$ cat config.mk
export PLATFORM = sky130hd
export DESIGN_NAME = modular_exponentiation
export DESIGN_NICKNAME = d
export VERILOG_FILES = /design/src/hw/rtl/mexp_pkg.sv /design/src/hw/rtl/mexp_mulmod.sv /design/src/hw/rtl/modular_exponentiation.sv
export SDC_FILE = /design/constraint.sdc
export NUM_CORES = 1
export LEC_CHECK = 0
export BUFFER_PORTS_ARGS = -buffer_cell sky130_fd_sc_hd__buf_2
export CAP_MARGIN = 40
export CORE_ASPECT_RATIO = 1.25
export CORE_UTILIZATION = 45
export DETAILED_ROUTE_END_ITERATION = 16
export PLACE_DENSITY = 0.73
export SYNTH_ARGS = -nofsm -noshare
export SYNTH_HDL_FRONTEND = slang
export SYNTH_SLANG_ARGS = --single-unit
$ cat constraint.sdc
create_clock -name clk -period 18.29 [get_ports clk]
set_clock_uncertainty 0.1 [all_clocks]
set_input_delay 2.7435 -clock clk [delete_from_list [all_inputs] [get_ports clk]]
set_output_delay 2.7435 -clock clk [all_outputs]
set_load 0.02 [all_outputs]
$ cat src/hw/rtl/mexp_pkg.sv
`timescale 1ns / 1ps

package mexp_pkg;

    // Configuration register indexes
    typedef logic [1:0] cfg_index_t;
    localparam cfg_index_t REG_KEY_MODULUS  = 2'd0;
    localparam cfg_index_t REG_KEY_EXPONENT = 2'd1;

    // Exponentiation sequencer
    typedef enum logic [3:0] {
        ST_IDLE   = 4'b0001,
        ST_REDUCE = 4'b0010,
        ST_MUL    = 4'b0100,
        ST_SQR    = 4'b1000
    } mexp_state_t;

    // Modular multiplier sequencer
    typedef enum logic [2:0] {
        MM_IDLE = 3'b001,
        MM_DBL  = 3'b010,
        MM_ADD  = 3'b100
    } mm_state_t;

    // Status returned by the modular multiplier
    typedef struct packed {
        logic busy;
        logic done;
    } mm_status_t;

endpackage

$ cat src/hw/rtl/mexp_mulmod.sv
`timescale 1ns / 1ps

// Bit-serial modular multiplier: result = a * b mod n, for a < n.
// Scan b from its top bit; double the remainder each step and add a on a set bit.
// One modular add per cycle through a single shared adder/comparator.
module mexp_mulmod
    import mexp_pkg::*;
#(
    parameter int W = 64
)
(
    input  logic         clk,
    input  logic         rst_n,
    input  logic         go,
    input  logic [W-1:0] a,
    input  logic [W-1:0] b,
    input  logic [W-1:0] n,
    output logic [W-1:0] result,
    output mm_status_t   status
);

    localparam int CNT_W = $clog2(W);

    mm_state_t          state_reg, state_next;
    logic [W-1:0]       r_reg, r_next;
    logic [W-1:0]       a_reg, a_next;
    logic [W-1:0]       b_reg, b_next;
    logic [CNT_W-1:0]   cnt_reg, cnt_next;
    logic               done_reg, done_next;

    logic [W-1:0]       addend;
    logic [W:0]         sum;
    logic [W+1:0]       diff;
    logic [W-1:0]       add_mod;
    logic               last;

    // Shared modular adder: operands are below n, so one conditional subtract suffices
    assign addend  = (state_reg == MM_ADD) ? a_reg : r_reg;
    assign sum     = {1'b0, r_reg} + {1'b0, addend};
    assign diff    = {1'b0, sum} - {2'b00, n};
    assign add_mod = diff[W+1] ? sum[W-1:0] : diff[W-1:0];
    assign last    = (cnt_reg == '0);

    always_comb
    begin
        state_next = state_reg;
        r_next     = r_reg;
        a_next     = a_reg;
        b_next     = b_reg;
        cnt_next   = cnt_reg;
        done_next  = 1'b0;
        unique case (state_reg)
            MM_IDLE:
            begin
                if (go)
                begin
                    a_next     = a;
                    b_next     = b;
                    r_next     = '0;
                    cnt_next   = CNT_W'(W - 1);
                    state_next = MM_DBL;
                end
            end
            MM_DBL:
            begin
                r_next = add_mod;
                if (b_reg[W-1])
                begin
                    state_next = MM_ADD;
                end
                else
                begin
                    b_next   = b_reg << 1;
                    cnt_next = cnt_reg - 1'b1;
                    if (last)
                    begin
                        state_next = MM_IDLE;
                        done_next  = 1'b1;
                    end
                end
            end
            MM_ADD:
            begin
                r_next   = add_mod;
                b_next   = b_reg << 1;
                cnt_next = cnt_reg - 1'b1;
                if (last)
                begin
                    state_next = MM_IDLE;
                    done_next  = 1'b1;
                end
                else
                begin
                    state_next = MM_DBL;
                end
            end
            default:
            begin
                state_next = MM_IDLE;
            end
        endcase
    end

    always_ff @(posedge clk or negedge rst_n)
    begin
        if (!rst_n)
        begin
            state_reg <= MM_IDLE;
            done_reg  <= 1'b0;
        end
        else
        begin
            state_reg <= state_next;
            done_reg  <= done_next;
        end
    end

    always_ff @(posedge clk)
    begin
        r_reg   <= r_next;
        a_reg   <= a_next;
        b_reg   <= b_next;
        cnt_reg <= cnt_next;
    end

    assign result      = r_reg;
    assign status.busy = (state_reg != MM_IDLE);
    assign status.done = done_reg;

    // The finished remainder is reduced
    a_result_reduced: assert property (@(posedge clk) disable iff (!rst_n)
        done_reg |-> (r_reg < n))
        else $error("mulmod result not below modulus");

    // A finish returns the unit to idle in the same edge
    a_done_idle: assert property (@(posedge clk) disable iff (!rst_n)
        done_reg |-> (state_reg == MM_IDLE))
        else $error("mulmod done while still running");

    // A go while idle starts a run in the doubling state, without a done
    a_go_starts: assert property (@(posedge clk) disable iff (!rst_n)
        (go && state_reg == MM_IDLE) |=> (state_reg == MM_DBL) && !done_reg)
        else $error("mulmod did not start on go");

endmodule

$ cat src/hw/rtl/modular_exponentiation.sv
`timescale 1ns / 1ps

// Modular exponentiation core: power_residue = message ^ key_exponent mod key_modulus.
//
// Configuration: write key_modulus (index 0) or key_exponent (index 1) through
// cfg_we / cfg_index / cfg_data while the block is idle; other indexes are dropped.
// Reset loads key_modulus = 2 and key_exponent = 0 and returns the block to idle.
//
// Input: a word is taken on a rising edge with start high and busy low. On a full
// run busy then stays high until the result is out. Output: done pulses for one
// cycle with the result word on power_residue; the receiver cannot stall, so the
// word is lost if not taken in that cycle. power_residue holds until the next result.
//
// Sequence: a zero exponent or a modulus below 2 answers in the cycle after start.
// Otherwise the message is first reduced, then the exponent is scanned from its
// low bit: one modular multiply per set bit, one squaring per bit below the top
// set bit. Every modular multiply runs on one shared bit-serial unit, so an item
// with top exponent bit h needs h + 1 + popcount(e) modular multiplies in all.
// One item is in flight at a time; the multiplier's one-add-per-cycle loop sets
// the rate.
module modular_exponentiation
    import mexp_pkg::*;
#(
    parameter int WORD_BITS = 64
)
(
    input  logic                 clk,
    input  logic                 rst_n,
    input  logic                 start,
    output logic                 busy,
    input  logic [WORD_BITS-1:0] message,
    output logic                 done,
    output logic [WORD_BITS-1:0] power_residue,
    input  logic                 cfg_we,
    input  cfg_index_t           cfg_index,
    input  logic [WORD_BITS-1:0] cfg_data
);

    localparam int W = WORD_BITS;

    // Key registers
    logic [W-1:0]  key_modulus_reg;
    logic [W-1:0]  key_exponent_reg;

    // Sequencer and working values
    mexp_state_t   state_reg, state_next;
    logic [W-1:0]  exp_reg, exp_next;
    logic [W-1:0]  base_reg, base_next;
    logic [W-1:0]  acc_reg, acc_next;
    logic [W-1:0]  op_a_reg, op_a_next;
    logic [W-1:0]  op_b_reg, op_b_next;
    logic          mm_go_reg, mm_go_next;
    logic          done_reg, done_next;
    logic [W-1:0]  result_reg, result_next;

    logic [W-1:0]  mm_result;
    mm_status_t    mm_status;

    // Shared modular multiplier; operands and go come from registers
    mexp_mulmod #(
        .W (W)
    ) u_mulmod (
        .clk    (clk),
        .rst_n  (rst_n),
        .go     (mm_go_reg),
        .a      (op_a_reg),
        .b      (op_b_reg),
        .n      (key_modulus_reg),
        .result (mm_result),
        .status (mm_status)
    );

    // Configuration write port
    always_ff @(posedge clk or negedge rst_n)
    begin
        if (!rst_n)
        begin
            key_modulus_reg  <= W'(2);
            key_exponent_reg <= '0;
        end
        else if (cfg_we)
        begin
            unique case (cfg_index)
                REG_KEY_MODULUS:  key_modulus_reg  <= cfg_data;
                REG_KEY_EXPONENT: key_exponent_reg <= cfg_data;
                default:          ;
            endcase
        end
    end

    // Square-and-multiply sequencer, exponent scanned from bit 0.
    // exp_reg[0] is the bit being worked on; it shifts right after each squaring.
    always_comb
    begin
        state_next  = state_reg;
        exp_next    = exp_reg;
        base_next   = base_reg;
        acc_next    = acc_reg;
        op_a_next   = op_a_reg;
        op_b_next   = op_b_reg;
        mm_go_next  = 1'b0;
        done_next   = 1'b0;
        result_next = result_reg;
        unique case (state_reg)
            ST_IDLE:
            begin
                if (start)
                begin
                    exp_next = key_exponent_reg;
                    if (key_exponent_reg == '0)
                    begin
                        // Zero exponent: answer 1 whatever the modulus
                        result_next = W'(1);
                        done_next   = 1'b1;
                    end
                    else if (key_modulus_reg < W'(2))
                    begin
                        // Modulus zero or one: nothing survives reduction
                        result_next = '0;
                        done_next   = 1'b1;
                    end
                    else
                    begin
                        // Reduce the message: 1 * message mod n
                        op_a_next  = W'(1);
                        op_b_next  = message;
                        mm_go_next = 1'b1;
                        state_next = ST_REDUCE;
                    end
                end
            end
            ST_REDUCE:
            begin
                if (mm_status.done)
                begin
                    base_next  = mm_result;
                    acc_next   = W'(1);
                    mm_go_next = 1'b1;
                    if (exp_reg[0])
                    begin
                        op_a_next  = W'(1);
                        op_b_next  = mm_result;
                        state_next = ST_MUL;
                    end
                    else
                    begin
                        op_a_next  = mm_result;
                        op_b_next  = mm_result;
                        state_next = ST_SQR;
                    end
                end
            end
            ST_MUL:
            begin
                if (mm_status.done)
                begin
                    acc_next = mm_result;
                    if (exp_reg[W-1:1] == '0)
                    begin
                        // Top set bit handled: later squarings cannot change acc
                        result_next = mm_result;
                        done_next   = 1'b1;
                        state_next  = ST_IDLE;
                    end
                    else
                    begin
                        op_a_next  = base_reg;
                        op_b_next  = base_reg;
                        mm_go_next = 1'b1;
                        state_next = ST_SQR;
                    end
                end
            end
            ST_SQR:
            begin
                if (mm_status.done)
                begin
                    base_next  = mm_result;
                    exp_next   = exp_reg >> 1;
                    mm_go_next = 1'b1;
                    if (exp_reg[1])
                    begin
                        op_a_next  = acc_reg;
                        op_b_next  = mm_result;
                        state_next = ST_MUL;
                    end
                    else
                    begin
                        // A higher bit is still set, so keep squaring
                        op_a_next  = mm_result;
                        op_b_next  = mm_result;
                        state_next = ST_SQR;
                    end
                end
            end
            default:
            begin
                state_next = ST_IDLE;
            end
        endcase
    end

    always_ff @(posedge clk or negedge rst_n)
    begin
        if (!rst_n)
        begin
            state_reg <= ST_IDLE;
            mm_go_reg <= 1'b0;
            done_reg  <= 1'b0;
        end
        else
        begin
            state_reg <= state_next;
            mm_go_reg <= mm_go_next;
            done_reg  <= done_next;
        end
    end

    // Payload registers: no reset needed
    always_ff @(posedge clk)
    begin
        exp_reg    <= exp_next;
        base_reg   <= base_next;
        acc_reg    <= acc_next;
        op_a_reg   <= op_a_next;
        op_b_reg   <= op_b_next;
        result_reg <= result_next;
    end

    assign busy          = (state_reg != ST_IDLE);
    assign done          = done_reg;
    assign power_residue = result_reg;

    // A result only leaves once the sequencer is back at idle
    a_done_not_busy: assert property (@(posedge clk) disable iff (!rst_n)
        done_reg |-> (state_reg == ST_IDLE))
        else $error("result strobe while sequencer busy");

    // The multiplier never runs or finishes while the sequencer is idle
    a_idle_mm_quiet: assert property (@(posedge clk) disable iff (!rst_n)
        (state_reg == ST_IDLE) |-> (!mm_status.busy && !mm_status.done && !mm_go_reg))
        else $error("multiplier active while idle");

    // A zero exponent answers 1 on the next cycle
    a_zero_exp: assert property (@(posedge clk) disable iff (!rst_n)
        (start && !busy && key_exponent_reg == '0) |=> (done_reg && result_reg == W'(1)))
        else $error("zero exponent did not give 1");

    // A multiplier launch only happens while it is free
    a_go_when_free: assert property (@(posedge clk) disable iff (!rst_n)
        mm_go_reg |-> !mm_status.busy)
        else $error("multiplier launched while busy");

endmodule
## Word-level counts from Yosys, hierarchy flattened

Index checks and enable logic that the tools add are counted.

- Equal/unequal tests: 22
- $lt $le $gt $ge: 1
- Reductions and logical operators: 27
- $add $sub $neg: 3
- Muxes and demuxes: 67

Operators by type and width:

| cell | count |
|---|---|
| 2-to-1 mux 64 bit | 26 |
| one-hot mux 64 bit (2 select lines) | 4 |
| one-hot mux 64 bit (3 select lines) | 2 |
| one-hot mux 64 bit (4 select lines) | 1 |
| subtractor 65 x 64 -> 66 bit | 1 |
| adder 64 x 64 -> 65 bit | 1 |
| zero test 64 bit | 1 |
| < comparator 64 x 2 -> 1 bit, second input constant | 1 |
| zero test 63 bit | 1 |
| 2-to-1 mux 4 bit | 9 |
| one-hot mux 6 bit (3 select lines) | 1 |
| one-hot mux 4 bit (4 select lines) | 1 |
| != test 2 bit, second input constant | 7 |
| AND reduction 2 bit | 7 |
| 2-to-1 mux 1 bit | 13 |
| 2-to-1 mux 6 bit | 2 |
| 2-to-1 mux 3 bit | 3 |
| one-hot mux 3 bit (3 select lines) | 1 |
| AND reduction 3 bit | 3 |
| != test 2 x 1 -> 1 bit, second input constant | 4 |
| AND reduction 8 bit | 1 |
| nonzero test 2 bit | 4 |
| AND reduction 7 bit | 1 |
| zero test 6 bit | 1 |
| other kinds (21) | 24 |

- Flip-flop bits (word level): 720
- Word-level logic and storage cells: 138
- Input port bits: 134
- Output and inout bits: 66

## Logic depth before layout (Yosys ltp)

Gate-level depths: netlist of run 1.

- Depth in word-level cells: 6
- Depth in mapped cells: 32
- Depth with buffers taken out: 28

## Hierarchy

Synthesis of run 1 repeated with hierarchy kept, for this count alone.

- Cell total of the unflattened synthesis: 2,955
- Area, all modules: 36,313.6 µm²

Modules (own cells, without submodules):

| module | area an instance (µm²) | sequential area each (µm²) | cells each | times used |
|---|---|---|---|---|
| modular_exponentiation | 20,173.1 | 14,886.8 | 1,282 | 1 |
| mexp_mulmod | 16,140.5 | 6,047.0 | 1,673 | 1 |

## Worst setup path before layout of run 1

OpenSTA, ideal clock, no wires.

- Path kind: register to register
- Start point: register u_mulmod.state_reg[0]
- End point: register u_mulmod.b_reg[0] (enable)
- Path slack: 6.193 ns
- Buffers on the path: 0
- Cell stages (with the launch flop): 4
- Setup time: 0.505 ns
- Arrival time: 11.492 ns
- Clock period less this slack: 12.097 ns
- Required time: 17.685 ns
- Path through: dfstp_2 -> nor4bb_1 -> or2_2 -> nor2b_1

- Longest elaborated chain between the ends: 3
- Elaborated cells between the ends (all ways): 7
- Those cells by class: eq/ne (5); reduce/logical (2)

Ends and longest elaborated chain:

| item | line | text |
|---|---|---|
| from (decl) | mexp_mulmod.sv:24 | `mm_state_t state_reg, state_next;` |
| from (signal assigned) | mexp_mulmod.sv:113 | `state_reg <= state_next;` |
| == test 3 x 2 -> 1 bit, or another cell as far along | mexp_mulmod.sv:52 | `unique case (state_reg)` |
| != test 2 bit (no source line) / nonzero test 3 bit (equally long branches) | - |  |
| AND reduction 3 bit (no source line) (*) | - |  |
| to (signal assigned) | mexp_mulmod.sv:122 | `b_reg <= b_next;` |
| to (decl) | mexp_mulmod.sv:27 | `logic [W-1:0] b_reg, b_next;` |

Mark *: on every way between the ends. The rest lies on a longest branch, timed or not.
A chain may end at the register's enable or synchronous reset.

## Final worst setup path of run 1

- Start point: register u_mulmod.state_reg[1]
- End point: register u_mulmod.r_reg[63], in the netlist u_mulmod.result[63], data pin

- Longest elaborated chain between the ends: 6
- Elaborated cells between the ends (all ways): 9
- Those cells by class: add/sub (2); eq/ne (3); mux (3); reduce/logical (1)

Ends and longest elaborated chain:

| item | line | text |
|---|---|---|
| == test 3 bit | mexp_mulmod.sv:38, mexp_mulmod.sv:52 |  |
| 2-to-1 mux 64 bit | mexp_mulmod.sv:38 | `assign addend = (state_reg == MM_ADD) ? a_reg : r_reg;` |
| adder 64 x 64 -> 65 bit | mexp_mulmod.sv:39 | `assign sum = {1'b0, r_reg} + {1'b0, addend};` |
| subtractor 65 x 64 -> 66 bit | mexp_mulmod.sv:40 | `assign diff = {1'b0, sum} - {2'b00, n};` |
| 2-to-1 mux 64 bit | mexp_mulmod.sv:41 | `assign add_mod = diff[W+1] ? sum[W-1:0] : diff[W-1:0];` |
| one-hot mux 64 bit (2 select lines) (*) | mexp_mulmod.sv:52 |  |
| to (signal assigned) | mexp_mulmod.sv:120 | `r_reg <= r_next;` |
| to (decl) | mexp_mulmod.sv:25 | `logic [W-1:0] r_reg, r_next;` |

Marked as above.

==> run summary, run 1 <==
maximum fanout along the worst path -> 45
Setup violations, final -> 0
number of detailed-route iterations in the first pass -> 6
vias per inst -> 5.91
proportion of synthesized chip area in sequential cells -> 57.9%
# IOs -> 200
layout net count -> 3,442
setup ws final -> 10,030 ps
cells taking the most area after synthesis -> edfxtp_1 (48%), dfrtp_1 (9.3%), ha_1 (4.5%)
number of H-tree levels -> 3
crit start category -> register
share of the synthesized area in the top cell type -> 48.3%
highest-delay cell along the critical path -> nor2_4
r2r setup slk -> 10,030 ps
latest clock arrival within the worst-skew pair -> 650 ps
drt total wl -> 98,300 um
maximum number of pins on one net before global-route repair -> 96
final total negative setup slack -> 0 ps
most used flip-flop cell after synthesis -> edfxtp_1
Switch Pwr -> 3600 uW
count of buffering cells on the critical path with inverters included -> 4
portion of total power attributed to combinational logic -> 52.6%
Total GRT Usage -> 23.9%
distinct cell type count after synthesis -> 82
fin. max-slew vios -> 0
Post-synth EDFFs -> 582
wire length of the first global-routing pass -> 150,000 um
setup repair after global routing missed its margin -> false
Worst slew margin -> 36.7%
most heavily used metal layer in global routing -> met2
CTS Buf Count -> 74
met2 capacity usage during global routing -> 38.6%
area added between synthesis and finish -> 13.3%
clk sinks -> 720
fraction of met1 tracks used by global routing -> 33.9%
number of placement rows -> 115
die height -> 319 um
CTS tree -> yes
share of total power in the clock network -> 18.5%
clock tree root driver cell -> clkbuf_16
share of the cycle needed by the critical path after routing -> 45.2%
synthesized net count -> 3,276
time the final worst path needs with I/O delays and setup -> 8260 ps
number of routed nets with antenna violations -> 0
DRC Markers -> 0
worst setup slack after placement -> 10,200 ps
status -> finished clean
start point of the critical path -> u_mulmod.state_reg[1]$_DFFE_PN0P_
met3 Track Usage GR -> 2.81%
switching share of power -> 42.2%
Static Leak -> 0.0160 uW
worst hold start -> op_a_reg[14]$_DFFE_PP_
Die Span X -> 256 um
Max clock buf depth -> 3
synthesized cell area -> 36,200 sq um
routed vias -> 25,337
proportion of layout cells with a drive suffix above 1 -> 16.5%
Placed Cells incl. Taps -> 4,153
average size of a mapped cell -> 12.0 sq um
Starting DRT DRC Count -> 2,352
worst vdd ir -> 0.125 mV
Pwr Density -> 208 nW/um^2
startpoint of the worst register-to-register path -> u_mulmod.state_reg[1]$_DFFE_PN0P_
global placement routability congestion -> 0.987
hold-fix buffer count after cts -> 0
CP arrival -> 8660 ps
Tightest Hold Check Type -> register to register
Synth Instances -> 3,010
worst setup path category -> register to register
standard cell area after detailed placement -> 38,400 sq um
Design Power -> 8540 uW
initial antenna violation count -> 2
FF+latch count, synth -> 720
sequential share of power -> 28.9%
worst-margin pin slew -> 949 ps
endpoint class of the critical path -> register
Layout Cell Area excl Fill -> 41,000 sq um
Crit path top cell by count -> a21o_1
Core Region -> 79,100 sq um
number of max-cap violations -> 0
routed length per instance -> 22.9 um
initial standard-cell utilization of the core -> 45.7%
post-cts repair resize count -> 0
residual overflow from global routing -> 0
delay of the slowest cell on the worst path -> 630 ps
total internal power -> 4940 uW
total of buffers placed on input and output ports -> 199
total number of yosys warnings -> 0
fin cells -> 4,288
overall die area -> 81,500 sq um
Worst path top cell family by delay -> compound AO/OA/AOI/OAI gates
half-perimeter wire length of the detailed placement result -> 71,200 um
worst path required time -> 18,690 ps
vias in the first global route -> 24,476
proportion of register bits with asynchronous set or reset after synthesis -> 19.2%
FMAX -> 0.121 GHz
Post-CTS Setup Repair Bufs -> 0
Clock Pin Slew Worst Setup and Hold Paths -> 70 ps
leading area contributor after synthesis -> edfxtp_1
count of endpoints failing hold in the final timing report -> 0
-- path summary, 6_finish.rpt --
kind | end | cells past startpoint
setup / recovery | u_mulmod.result[63]$_SDFFCE_PP0P_ | 28
hold / removal | u_mulmod.a_reg[14]$_DFFE_PP_ | 0
setup reg to reg | u_mulmod.result[63]$_SDFFCE_PP0P_ | 28
hold reg to reg | u_mulmod.a_reg[14]$_DFFE_PP_ | 0
max in group asynchronous | u_mulmod.state_reg[0]$_DFFE_PN1P_ | 3
min in group asynchronous | key_modulus_reg[8]$_DFFE_PN0P_ | 1
-- cell usage in the layout (no fill, tap or decap), drive strengths merged, types with 15 or more instances in the layout --
master    n
edfxtp  582
nand2   362
buf     232
o21ai   149
a21oi   145
and2    141
dfrtp   135
ha      130
nor2    129
mux2    128
a221o   127
inv     118
a21o     99
clkbuf   94
xnor2    78
a22o     71
mux2i    52
nor4     51
xor2     43
nand4    37
nor3     26
nand3    25
o21bai   24
nor2b    22
a31oi    21
clkinv   18
nand2b   17
o21a     15
-- per-layer routing --
metal / share of wire (%) / up-vias
li1: - / 11706
met1: 44 / 12487
met2: 47 / 1006
met3: 6.6 / 138
met4: 2.4 / 0
met5: 0 / -
-- power by group through the flow --
stage | clock [uW] | sequential, uW | combinational, uW
finish | 1580 | 2470 | 4490
CTS | 1600 | 2460 | 4440
detailed placement | 0 | 2490 | 4410
floorplan | 0 | 2420 | 3350
global route | 1650 | 2490 | 4910
global placement | 0 | 2490 | 4370
-- cells by family after synthesis --
| logic type | after synthesis | synth area share (%) |
|---|---|---|
| AND/OR/NAND/NOR | 858 | 11.5 |
| AO/OA/AOI/OAI | 744 | 14.9 |
| adder cells (fa/ha/maj) | 132 | 4.61 |
| flip-flops | 720 | 57.9 |
| multiplexers | 180 | 5.42 |
| XOR/XNOR | 121 | 2.93 |
| buffers and inverters | 255 | 2.76 |
-- per-stage QoR --
step           hold WS [ps]  util [%]
6_report                311      51.8
5_1_grt                 320      51.8
4_1_cts                 316      51.8
3_5_place_dp            305      48.6
3_3_place_gp            301      48.3
2_1_floorplan           300         -
-- synthesized netlist by cell type (99+ instances only) --
cell and number:
nor2_1 129, and2_1 141, nand2_1 362, a21o_1 99, dfrtp_1 135, mux2_2 128, a21oi_1 144, ha_1 130
clkbuf_1 128, a221o_1 127, edfxtp_1 582, inv_1 111, o21ai_0 143
-- area by class of cell --
cell class | count | area [sq um]
Fill cell | 6825 | 38200
Sequential cell | 720 | 20900
Multi-Input combinational cell | 2035 | 14400
Clock buffer | 94 | 2040
Timing Repair Buffer | 234 | 1380
Tap cell | 1053 | 1320
Clock inverter | 40 | 497
Inverter | 111 | 417
Antenna cell | 1 | 2.50
Power figures use the tool's default switching activity.
==> run 2: changes to the inputs <==
--- a/config.mk
+++ b/config.mk
@@ -5,12 +5,13 @@
 export SDC_FILE = /design/constraint.sdc
 export NUM_CORES = 1
 export LEC_CHECK = 0
+export ABC_AREA = 1
 export BUFFER_PORTS_ARGS = -buffer_cell sky130_fd_sc_hd__buf_2
 export CAP_MARGIN = 40
 export CORE_ASPECT_RATIO = 1.25
 export CORE_UTILIZATION = 45
 export DETAILED_ROUTE_END_ITERATION = 16
-export PLACE_DENSITY = 0.73
+export PLACE_DENSITY = 0.75
 export SYNTH_ARGS = -nofsm -noshare
 export SYNTH_HDL_FRONTEND = slang
 export SYNTH_SLANG_ARGS = --single-unit
==> constraint.sdc (replaced) <==
create_clock -name clk -period 6.7 [get_ports clk]
set_clock_uncertainty 0.1 [all_clocks]
set_input_delay 1.005 -clock clk [delete_from_list [all_inputs] [get_ports clk]]
set_output_delay 1.005 -clock clk [all_outputs]
set_load 0.02 [all_outputs]
==> run summary, run 2 <==
proportion of register bits with asynchronous set or reset after synthesis -> 19.2%
Crit path top cell by count -> inv_1
highest-delay cell along the critical path -> fa_1
Clock Pin Slew Worst Setup and Hold Paths -> 60 ps
initial antenna violation count -> 1
layout net count -> 5,114
CP Capture Point -> u_mulmod.result[48]$_SDFFCE_PP0P_
worst path required time -> 7000 ps
die height -> 333 um
standard cell area after detailed placement -> 42,600 sq um
Sequential cell area -> 20,900 sq um
time the final worst path needs with I/O delays and setup -> 6380 ps
routed vias -> 33,104
number of routed nets with antenna violations -> 0
FF+latch count, synth -> 720
number of detailed-route iterations in the first pass -> 6
overall die area -> 88,700 sq um
most frequent cells in the layout -> nand2_1 (1,183), inv_1 (648), edfxtp_1 (582)
most common cell in the netlist -> nand2_1
FMAX -> 0.157 GHz
count of filler cells inserted in the layout -> 8,033
Layout Cell Area excl Fill -> 45,100 sq um
clock tree root driver cell -> clkbuf_16
Max clock buf depth -> 3
drt total wl -> 128,000 um
Total GRT Usage -> 28.6%
Synth Instances -> 4,565
synthesized cell area -> 39,400 sq um
Core Region -> 86,200 sq um
total number of yosys warnings -> 0
CP arrival -> 6680 ps
fraction of the core area covered by cells at the end of the flow -> 52.3%
Die Span X -> 267 um
startpoint of the worst register-to-register path -> u_mulmod.state_reg[2]$_DFFE_PN0P_
latest clock arrival within the worst-skew pair -> 650 ps
proportion of layout cells with a drive suffix above 1 -> 10.6%
Placed Cells incl. Taps -> 5,932
Reg2Reg Depth -> 30
fin. max-slew vios -> 0
number of max-cap violations -> 0
path length in cells of the critical path -> 30
antenna diode count -> 0
worst setup path category -> register to register
clk sinks -> 720
most frequent standard cell in the layout excluding fill and tap cells -> nand2_1
Tightest Hold Check Type -> primary input to asynchronous set/reset pin
worst-margin pin slew -> 934 ps
leading area contributor after synthesis -> edfxtp_1
count of endpoints failing hold in the final timing report -> 0
crit start category -> register
DRC Markers -> 0
r2r setup slk -> 320 ps
half-perimeter wire length of the detailed placement result -> 100,000 um
area added between synthesis and finish -> 14.4%
maximum fanout along the worst path -> 46
capture instance of the worst register-to-register path -> u_mulmod.result[48]$_SDFFCE_PP0P_
average size of a mapped cell -> 8.63 sq um
endpoint class of the critical path -> register
Setup violations, final -> 0
residual overflow from global routing -> 0
Starting DRT DRC Count -> 2,918
start point of the critical path -> u_mulmod.state_reg[2]$_DFFE_PN0P_
vias in the first global route -> 32,057
global placement routability congestion -> 1.07
proportion of synthesized chip area in sequential cells -> 53.1%
Worst path top cell family by delay -> simple AND/OR/NAND/NOR gates
hold-fix buffer count after cts -> 0
final total negative setup slack -> 0 ps
number of H-tree levels -> 3
CTS Buf Count -> 73
wire length of the first global-routing pass -> 191,000 um
Post-synth EDFFs -> 582
CTS tree -> yes
total of buffers placed on input and output ports -> 199
initial standard-cell utilization of the core -> 45.7%
Worst slew margin -> 37.7%
number of placement rows -> 120
# IOs -> 200
setup repair after global routing missed its margin -> false
footprint of the multi-input gates -> 15,500 sq um
routed length per instance -> 21.1 um
fin cells -> 6,066
delay of the slowest cell on the worst path -> 450 ps
most frequent cells after synthesis -> nand2_1 (1,185), inv_1 (650), edfxtp_1 (582)
cells taking the most area after synthesis -> edfxtp_1 (44%), nand2_1 (11%), dfrtp_1 (8.6%)
most used flip-flop cell after synthesis -> edfxtp_1
count of buffering cells on the critical path with inverters included -> 10
vias per inst -> 5.46
synthesized net count -> 4,831
distinct cell type count after synthesis -> 49
status -> finished clean
share of the cycle needed by the critical path after routing -> 95.3%
share of the synthesized area in the top cell type -> 44.4%
maximum number of pins on one net before global-route repair -> 159
## run 2: worst reg2reg max path: cells and delay by family, from the launching register on
| family | cells | cell delay (ps) |
|---|---|---|
| buf+inv | 10 | 1420 |
| compound gates | 3 | 830 |
| fa+ha+maj | 2 | 840 |
| flops | 1 | 390 |
| xor+xnor | 2 | 560 |
| simple gates | 13 | 2030 |
## run 2: area by class of cell
type | instances | area share [%]
clock buffers | 89 | 4.30
clock inverters | 45 | 1.09
inverters | 657 | 5.47
repair buffers | 349 | 5.05
well taps | 1159 | 3.22
multi-input cells | 3047 | 34.4
flip-flops and latches | 720 | 46.4
## run 2: through the flow
stage	setup slack (ps)	hold WS (ps)
floorplan	464	300
global placement	455	300
detailed placement	381	305
CTS	350	278
global route	26.5	312
finish	316	275
## run 2: worst min-delay path by stage
stage	to	slack [ps]	cells after the start
2_1_floorplan	u_mulmod.a_reg[0]$_DFFE_PP_	300	0
4_1_cts	key_modulus_reg[33]$_DFFE_PN0P_	280	1
6_report	key_exponent_reg[48]$_DFFE_PN0P_	270	1
3_5_place_dp	u_mulmod.a_reg[20]$_DFFE_PP_	300	0
3_3_place_gp	u_mulmod.a_reg[25]$_DFFE_PP_	300	0
5_1_grt	u_mulmod.a_reg[46]$_DFFE_PP_	310	0
## run 2: metal layers
metal	wire [um]	up-vias	track usage, %
li1	-	15819	-
met5	0	-	0
met1	52900	15674	37.9
met3	8290	246	3.01
met4	6230	0	12.8
met2	60400	1365	47.2
## run 2: cells by family after synthesis
logic type / after synthesis / synth area share (%)
AND/OR/NAND/NOR: 2065 / 21.5
buffers and inverters: 798 / 7.76
adder cells (fa/ha/maj): 132 / 4.23
AO/OA/AOI/OAI: 769 / 11.6
XOR/XNOR: 81 / 1.80
flip-flops: 720 / 53.1
## run 2: what timing repair did
| action | 4_1_cts | 5_1_grt |
|---|---|---|
| hold endpoints to repair | 0 | 0 |
| endpoints found under the setup margin | 0 | 4 |
| gates resized for setup | 0 | 3 |
| setup buffers | 0 | 0 |
Power of run 2 is not shown: default switching activity piles up to over one toggle a cycle in this logic, so the estimate is an artifact.
